[src/rtl/b2d_pkg.sv]
// Package for the big integer to binary64 converter.
// Holds the fixed format constants and the accumulator state type.
// No dependencies.
`default_nettype none

package b2d_pkg;

    localparam int MAX_EXP_BITS   = 1024;
    localparam int WIN_BITS       = 54;
    localparam int FILL_W         = 6;
    localparam int FRAC_BITS      = 52;
    localparam int EXP_W          = 11;
    localparam int EXP_BIAS_M1    = 1022;
    localparam int DIGIT_BITS_MIN = 16;
    localparam int DIGIT_BITS_MAX = 64;

    // Wide enough for every digit width in the supported range.
    localparam int LEN_W   = $clog2(DIGIT_BITS_MAX + 1);
    localparam int COUNT_W = $clog2(MAX_EXP_BITS / DIGIT_BITS_MIN + 3);

    localparam logic [EXP_W-1:0] EXP_ALL_ONES = {EXP_W{1'b1}};

    typedef struct packed {
        logic [WIN_BITS-1:0] window;
        logic [FILL_W-1:0]   fill;
        logic                sticky;
        logic [LEN_W-1:0]    top_length;
        logic [COUNT_W-1:0]  digit_count;
        logic                sign;
        logic                seen_nonzero;
    } acc_t;

endpackage

`default_nettype wire

[src/rtl/bigint_to_double.sv]
// Converts a signed-magnitude integer, streamed one digit per beat with the most
// significant digit first, into an IEEE binary64 pattern rounded to nearest even.
// The block takes one digit every cycle while item_ready is high; a last digit
// waits in the input register until the snapshot is free. A result moves from
// the input register through the accumulator into a snapshot register, then
// through rounding into the result register. Zero gives +0.0 and more than 1024
// significant bits gives signed infinity. DIGIT_BITS may range from 16 to 64.
// Depends on b2d_pkg, b2d_accum and b2d_round.
`default_nettype none

module bigint_to_double #(
    parameter int DIGIT_BITS = 32
) (
    input  wire logic                  clk,
    input  wire logic                  rst_n,
    input  wire logic                  item_valid,
    output logic                       item_ready,
    input  wire logic [DIGIT_BITS-1:0] digit,
    input  wire logic                  negative,
    input  wire logic                  last,
    output logic                       result_valid,
    input  wire logic                  result_ready,
    output logic [63:0]                bits
);

    logic                  hold_valid_reg;
    logic                  hold_valid_next;
    logic [DIGIT_BITS-1:0] digit_reg;
    logic                  negative_reg;
    logic                  last_reg;

    logic                  snap_valid_reg;
    logic                  snap_valid_next;
    b2d_pkg::acc_t         snap_reg;
    b2d_pkg::acc_t         acc_next;

    logic                  result_valid_reg;
    logic                  result_valid_next;
    logic [63:0]           bits_reg;
    logic [63:0]           round_bits;

    logic                  item_take;
    logic                  step;
    logic                  snap_move;
    logic                  snap_free;

    always_comb
    begin
        snap_move = snap_valid_reg & (~result_valid_reg | result_ready);
        snap_free = ~snap_valid_reg | snap_move;
        // A last digit waits in the input register until the snapshot is free.
        step      = hold_valid_reg & (~last_reg | snap_free);
        item_ready = ~hold_valid_reg | step;
        item_take  = item_valid & item_ready;

        hold_valid_next   = item_take | (hold_valid_reg & ~step);
        snap_valid_next   = (step & last_reg) | (snap_valid_reg & ~snap_move);
        result_valid_next = snap_move | (result_valid_reg & ~result_ready);
    end

    b2d_accum #(
        .DIGIT_BITS (DIGIT_BITS)
    ) u_accum (
        .clk      (clk),
        .rst_n    (rst_n),
        .step     (step),
        .digit    (digit_reg),
        .negative (negative_reg),
        .last     (last_reg),
        .acc_next (acc_next)
    );

    b2d_round #(
        .DIGIT_BITS (DIGIT_BITS)
    ) u_round (
        .acc  (snap_reg),
        .bits (round_bits)
    );

    always_ff @(posedge clk or negedge rst_n)
    begin
        if (!rst_n)
        begin
            hold_valid_reg   <= 1'b0;
            snap_valid_reg   <= 1'b0;
            result_valid_reg <= 1'b0;
        end
        else
        begin
            hold_valid_reg   <= hold_valid_next;
            snap_valid_reg   <= snap_valid_next;
            result_valid_reg <= result_valid_next;
        end
    end

    always_ff @(posedge clk)
    begin
        if (item_take)
        begin
            digit_reg    <= digit;
            negative_reg <= negative;
            last_reg     <= last;
        end
        if (step && last_reg)
        begin
            snap_reg <= acc_next;
        end
        if (snap_move)
        begin
            bits_reg <= round_bits;
        end
    end

    assign result_valid = result_valid_reg;
    assign bits         = bits_reg;

endmodule

`default_nettype wire

[src/rtl/b2d_accum.sv]
// Digit accumulator: keeps the top significant bits, sticky, lengths and sign.
// Depends on b2d_pkg.
`default_nettype none

module b2d_accum #(
    parameter int DIGIT_BITS = 32
) (
    input  wire logic                  clk,
    input  wire logic                  rst_n,
    input  wire logic                  step,
    input  wire logic [DIGIT_BITS-1:0] digit,
    input  wire logic                  negative,
    input  wire logic                  last,
    output b2d_pkg::acc_t              acc_next
);

    localparam int WIN       = b2d_pkg::WIN_BITS;
    localparam int LW        = b2d_pkg::LEN_W;
    localparam int FW        = b2d_pkg::FILL_W;
    localparam int CW        = b2d_pkg::COUNT_W;
    localparam int COUNT_CAP = b2d_pkg::MAX_EXP_BITS / DIGIT_BITS + 2;
    localparam int CAT_W     = WIN + DIGIT_BITS;

    b2d_pkg::acc_t acc_reg;
    logic          in_number_reg;

    logic [FW-1:0]         need;
    logic [LW-1:0]         take;
    logic [LW-1:0]         rest;
    logic [LW-1:0]         len;
    logic [LW-1:0]         lead_shift;
    logic [CAT_W-1:0]      cat_shifted;
    logic [DIGIT_BITS-1:0] rest_mask;
    logic [DIGIT_BITS-1:0] lead_mask;
    logic [DIGIT_BITS-1:0] lead_bits;

    // Bit length of the incoming digit.
    always_comb
    begin
        len = '0;
        for (int i = 0; i < DIGIT_BITS; i++)
        begin
            if (digit[i])
            begin
                len = LW'(i + 1);
            end
        end
    end

    always_comb
    begin
        need = FW'(WIN) - acc_reg.fill;
        if (LW'(need) > LW'(DIGIT_BITS))
        begin
            take = LW'(DIGIT_BITS);
        end
        else
        begin
            take = LW'(need);
        end
        rest        = LW'(DIGIT_BITS) - take;
        cat_shifted = {acc_reg.window, digit} >> rest;
        rest_mask   = ~({DIGIT_BITS{1'b1}} << rest);

        if (len > LW'(WIN))
        begin
            lead_shift = len - LW'(WIN);
        end
        else
        begin
            lead_shift = '0;
        end
        lead_bits = digit >> lead_shift;
        lead_mask = ~({DIGIT_BITS{1'b1}} << lead_shift);
    end

    always_comb
    begin
        acc_next = acc_reg;
        if (!in_number_reg)
        begin
            acc_next.sign = negative;
        end
        if (acc_reg.seen_nonzero)
        begin
            if (acc_reg.digit_count < CW'(COUNT_CAP))
            begin
                acc_next.digit_count = acc_reg.digit_count + CW'(1);
            end
            if (need == '0)
            begin
                acc_next.sticky = acc_reg.sticky | (|digit);
            end
            else
            begin
                acc_next.window = cat_shifted[WIN-1:0];
                acc_next.sticky = acc_reg.sticky | (|(digit & rest_mask));
                acc_next.fill   = acc_reg.fill + FW'(take);
            end
        end
        else if (|digit)
        begin
            acc_next.seen_nonzero = 1'b1;
            acc_next.top_length   = len;
            acc_next.digit_count  = CW'(1);
            acc_next.window       = WIN'(lead_bits);
            acc_next.sticky       = |(digit & lead_mask);
            if (len > LW'(WIN))
            begin
                acc_next.fill = FW'(WIN);
            end
            else
            begin
                acc_next.fill = FW'(len);
            end
        end
    end

    // The finished number leaves through acc_next; the state starts over.
    always_ff @(posedge clk or negedge rst_n)
    begin
        if (!rst_n)
        begin
            acc_reg       <= '0;
            in_number_reg <= 1'b0;
        end
        else if (step)
        begin
            if (last)
            begin
                acc_reg       <= '0;
                in_number_reg <= 1'b0;
            end
            else
            begin
                acc_reg       <= acc_next;
                in_number_reg <= 1'b1;
            end
        end
    end

endmodule

`default_nettype wire

[src/rtl/b2d_round.sv]
// Rounding and packing of a finished accumulator into a binary64 pattern.
// Depends on b2d_pkg.
`default_nettype none

module b2d_round #(
    parameter int DIGIT_BITS = 32
) (
    input  wire b2d_pkg::acc_t acc,
    output logic [63:0]        bits
);

    localparam int WIN       = b2d_pkg::WIN_BITS;
    localparam int CW        = b2d_pkg::COUNT_W;
    localparam int COUNT_CAP = b2d_pkg::MAX_EXP_BITS / DIGIT_BITS + 2;
    localparam int SF_W      = $clog2(DIGIT_BITS * COUNT_CAP + 2);

    logic [WIN-1:0]                 win;
    logic [CW-1:0]                  count_m1;
    logic [SF_W-1:0]                sf;
    logic [SF_W-1:0]                sf_r;
    logic                           up;
    logic [WIN-1:0]                 mant;
    logic [b2d_pkg::FRAC_BITS-1:0]  frac;
    logic [b2d_pkg::EXP_W-1:0]      expo;

    always_comb
    begin
        // Left-align a window that holds fewer bits than its width.
        win      = acc.window << (b2d_pkg::FILL_W'(WIN) - acc.fill);
        count_m1 = acc.digit_count - CW'(1);
        sf       = SF_W'(acc.top_length) + SF_W'(count_m1) * SF_W'(DIGIT_BITS);
        up       = win[0] & (win[1] | acc.sticky);
        mant     = {1'b0, win[WIN-1:1]} + WIN'(up);
        // A carry out leaves exactly the hidden bit, so the fraction is zero.
        if (mant[WIN-1])
        begin
            sf_r = sf + SF_W'(1);
            frac = '0;
        end
        else
        begin
            sf_r = sf;
            frac = mant[b2d_pkg::FRAC_BITS-1:0];
        end
        expo = b2d_pkg::EXP_W'(sf_r + SF_W'(b2d_pkg::EXP_BIAS_M1));

        priority if (!acc.seen_nonzero)
        begin
            bits = '0;
        end
        else if (sf_r > SF_W'(b2d_pkg::MAX_EXP_BITS))
        begin
            bits = {acc.sign, b2d_pkg::EXP_ALL_ONES, {b2d_pkg::FRAC_BITS{1'b0}}};
        end
        else
        begin
            bits = {acc.sign, expo, frac};
        end
    end

endmodule

`default_nettype wire

[config.mk]
export PLATFORM = sky130hd
export DESIGN_NAME = bigint_to_double
export DESIGN_NICKNAME = d
export VERILOG_FILES = /design/src/rtl/b2d_pkg.sv /design/src/rtl/bigint_to_double.sv /design/src/rtl/b2d_accum.sv /design/src/rtl/b2d_round.sv
export SDC_FILE = /design/constraint.sdc
export NUM_CORES = 1
export LEC_CHECK = 0
export BUFFER_PORTS_ARGS = -buffer_cell sky130_fd_sc_hd__buf_4
export CORE_MARGIN = 1.5
export CORE_UTILIZATION = 29
export CTS_CLUSTER_DIAMETER = 80
export CTS_CLUSTER_SIZE = 20
export DETAILED_ROUTE_END_ITERATION = 10
export PLACE_DENSITY = 0.49
export REMOVE_ABC_BUFFERS = 1
export SKIP_CTS_REPAIR_TIMING = 1
export SLEW_MARGIN = 20
export SYNTH_ARGS = -nofsm -noshare
export SYNTH_HDL_FRONTEND = slang
export SYNTH_SLANG_ARGS = --single-unit
[constraint.sdc]
create_clock -name clk -period 8.4 [get_ports clk]
set_clock_uncertainty 0.2 [all_clocks]
set_input_delay 1.26 -clock clk [delete_from_list [all_inputs] [get_ports clk]]
set_output_delay 1.26 -clock clk [all_outputs]
set_load 0.02 [all_outputs]
==> results.rst <==
.. list-table::
   :header-rows: 1

   * - Metric
     - Value
   * - Cells along the critical path
     - ha_2 -> xor2_4 -> buf_4 -> mux2i_1 -> o22ai_1 -> o311ai_1 -> and4_1 -> nor3b_2 -> nand4_2 -> nor3_2 -> a41oi_1 -> xnor2_1 -> a21o_1 -> or2_2 -> buf_4 -> nor2_4
   * - Total power consumption of the routed design
     - roughly 6.5 mW
   * - Initial DRC Count
     - 2,174
   * - Async SR Flop Fraction
     - 31.8%
   * - Synthesis Warnings
     - 0
   * - Critical path buffer and inverter count
     - 2
   * - Max-slew headroom
     - 27.4%
   * - Number of inserted filler cells in the final layout
     - 8,050
   * - Fraction of the yosys area taken by sequential cells
     - ~32%
   * - Area of the mapped netlist
     - 0.0226 sq mm
   * - Critical path startpoint category
     - register
   * - Top cell type's share of synthesized area
     - 23.1%
   * - Fraction of final layout cells with drive strength greater than 1
     - roughly 19%
   * - Multi-input combinational cell area
     - roughly 0.014 sq mm
   * - Vias after detailed routing
     - 20,100
   * - Count of unresolved DRC violations after routing
     - 0
   * - Number of CTS-inserted buffers
     - 22
   * - GR Util All Layers
     - a little over a fifth
   * - Fmax
     - 141 MHz
   * - Sum of overflow across all layers after global routing
     - 0
   * - Post-synthesis average cell area
     - ~9.8 sq um
   * - Final Non-Filler Cells
     - ~3,300
   * - Via count of the first global-routing pass
     - 19,400
   * - Number of antenna cells inserted
     - 0
   * - Sum of routed wire length over all layers
     - 88,400 um
   * - Maximum fanout encountered on the critical timing path
     - 23
   * - CORE AREA
     - 0.0773 sq mm
   * - Routed length per placed instance
     - 26.6 um
   * - First-pass DRT Iterations
     - 6
   * - RSZ-0062 raised after global routing
     - no
   * - Total power divided by cell area
     - 260 mW/mm^2
   * - Number of flip-flops under the largest register name
     - 77
   * - Most common cell on crit path
     - sky130_fd_sc_hd__buf_4
   * - Clock network latency to the later pin of the worst-skew pair
     - between 0.5 and 0.6 ns
   * - Portion of the clock cycle consumed by the worst path in the final layout
     - a little over four fifths
   * - Initial Utilization
     - about 29%
   * - Count of state elements after synthesis
     - 255
   * - Worst hold margin
     - ~0.29 ns
   * - FF+latch area
     - just over 0.007 sq mm
   * - Critical path type
     - reg2reg
   * - Number of max-capacitance violations reported
     - 0
   * - Chip Width
     - roughly 280 um
   * - Clock sink total
     - ~260
   * - TritonCTS clock tree
     - built
   * - Die boundary height
     - 282 um
   * - Maximum number of pins on one net before global-route repair
     - 77
   * - Count of mapped cells out of synthesis
     - 2,299
   * - Longest individual stage delay on the worst path
     - 0.64 ns
   * - Cell with the most instances after synthesis
     - sky130_fd_sc_hd__nand2_1
   * - Aggregate negative setup slack
     - 0 ns
   * - Number of max-slew violations in the final report
     - 0
   * - Number of placed cells counting well taps
     - 3,285
   * - Clock transition at the register clock pins on the worst setup and hold paths after CTS
     - 0.08 ns
   * - Routability cong.
     - 0.987
   * - Worst Max-Slew Pin Slew
     - roughly 1.1 ns
   * - Number of flops mapped to enable cells by yosys
     - 174
   * - Clk Tree Root Cell
     - sky130_fd_sc_hd__clkbuf_16
   * - Worst supply voltage drop on vdd
     - between 0.00015 and 0.0002 V
   * - Largest area contributor in the netlist
     - sky130_fd_sc_hd__edfxtp_1
   * - Top Ports
     - 104
   * - Post-detail-place hpwl
     - approximately 66,000 um
   * - Global-route wire length before repair
     - 131,000 um
   * - Data arrival, critical path
     - 7.23 ns
   * - Remaining number of nets flagged by the antenna check after routing
     - 0
   * - Setup violation total in the final timing report
     - 0
   * - Critical Path RT
     - 8.53 ns
   * - Capturing element type of the critical path
     - register
   * - Min Tclk post-route
     - 7.11 ns
   * - Biggest area contributors in the synthesized netlist
     - sky130_fd_sc_hd__edfxtp_1, sky130_fd_sc_hd__mux4_2, sky130_fd_sc_hd__dfrtp_1, sky130_fd_sc_hd__mux2i_1, sky130_fd_sc_hd__nand2_1
   * - Maximum root-to-sink buffer count
     - 3
   * - Prevailing post-synth register cell
     - sky130_fd_sc_hd__edfxtp_1
   * - Fin nets
     - 2,322
   * - Ratio of routed vias to standard cells
     - 6.04
   * - Top cells by instance count after synthesis
     - sky130_fd_sc_hd__nand2_1, sky130_fd_sc_hd__mux2i_1, sky130_fd_sc_hd__edfxtp_1
   * - CTS HTree Levels
     - 1
   * - Number of input and output port buffers inserted
     - 103
   * - Number of hold violations in the final report
     - 0
   * - Synth cell types
     - roughly 110
   * - Static Leak
     - 9.14 nW
   * - Type of the worst min-delay path
     - reg2reg
   * - Initial antenna violation count
     - 0
   * - Crit path max-delay cell type
     - sky130_fd_sc_hd__or2_2
   * - Total die area
     - ~0.08 sq mm
   * - Outcome
     - finished, final reports clean
   * - Synth-to-layout area growth
     - 9.96%
   * - Family with the most delay on the worst path
     - simple AND/OR/NAND/NOR gates
   * - Cell row count
     - 102
[through the flow]
| stage | cell area [sq um] | setup WS, ns | utilization, % |
|---|---|---|---|
| 2_1_floorplan | 21600 | -2.86 | - |
| 4_1_cts | 24900 | 1.36 | 32.2 |
| 3_3_place_gp | 24100 | 1.62 | 31.2 |
| 5_1_grt | 24900 | 0.856 | 32.2 |
| 6_report | 24900 | 1.29 | 32.2 |
| 3_5_place_dp | 24100 | 1.39 | 31.2 |
[routing by layer]
layer	vias up	GRT usage [%]	routed length [um]
met1	9998	28.9	36900
met4	0	10.8	5070
met2	1033	34.0	39600
met3	215	3.50	6820
met5	-	0	0
li1	8834	-	-
[cell type report]
cell class / count / area share (%)
Multi-Input combinational cell: 1808 / 57.6
Inverter: 34 / 0.513
Timing Repair Buffer: 148 / 4.51
Tap cell: 1040 / 5.23
Sequential cell: 255 / 29.2
Clock buffer: 26 / 2.36
Clock inverter: 13 / 0.604
[power by group]
| group | switching [mW] | internal (mW) | total, mW |
|---|---|---|---|
| registers | 0.263 | 1.56 | 1.82 |
| logic | 2.24 | 1.30 | 3.54 |
| clock network | 0.566 | 0.531 | 1.10 |
| total | 3.07 | 3.39 | 6.46 |
[cell usage in the layout (no fill, tap or decap), types with 25 or more instances in the layout]
master	count
sky130_fd_sc_hd__and2_1	25
sky130_fd_sc_hd__mux2_2	33
sky130_fd_sc_hd__xor2_1	33
sky130_fd_sc_hd__nand2_1	283
sky130_fd_sc_hd__edfxtp_1	174
sky130_fd_sc_hd__a21oi_1	130
sky130_fd_sc_hd__buf_4	146
sky130_fd_sc_hd__nand3_1	88
sky130_fd_sc_hd__nor3_1	41
sky130_fd_sc_hd__dfrtp_1	80
sky130_fd_sc_hd__o22ai_1	29
sky130_fd_sc_hd__xnor2_1	43
sky130_fd_sc_hd__and3_1	39
sky130_fd_sc_hd__a211oi_1	31
sky130_fd_sc_hd__nor2_1	154
sky130_fd_sc_hd__mux2i_1	184
sky130_fd_sc_hd__mux4_2	130
sky130_fd_sc_hd__a22o_1	83
sky130_fd_sc_hd__o21ai_0	82
sky130_fd_sc_hd__inv_1	31
[cell families after synthesis]
group | count (synthesis) | synth area share, %
AND/OR/NAND/NOR | 776 | 17.1
AO/OA/AOI/OAI | 585 | 18.6
multiplexers | 348 | 22.8
flip-flops | 255 | 32.1
buffers and inverters | 236 | 5.10
XOR/XNOR | 84 | 3.49
adder cells (fa/ha/maj) | 15 | 0.863
[final timing paths]
path,depth (start not counted),endpoint,startpoint,slack (ns)
worst min register to register,1,u_accum.acc_reg[8],u_accum.acc_reg[8],0.29
max in group asynchronous,2,u_accum.acc_reg[66],rst_n,6.42
min in group asynchronous,1,hold_valid_reg,rst_n,0.38
worst max-delay path,16,bits[18],snap_reg[18],1.29
worst max register to register,16,bits[18],snap_reg[18],1.29
worst min-delay path,1,u_accum.acc_reg[8],u_accum.acc_reg[8],0.29
(Power assumes the default switching activity.)
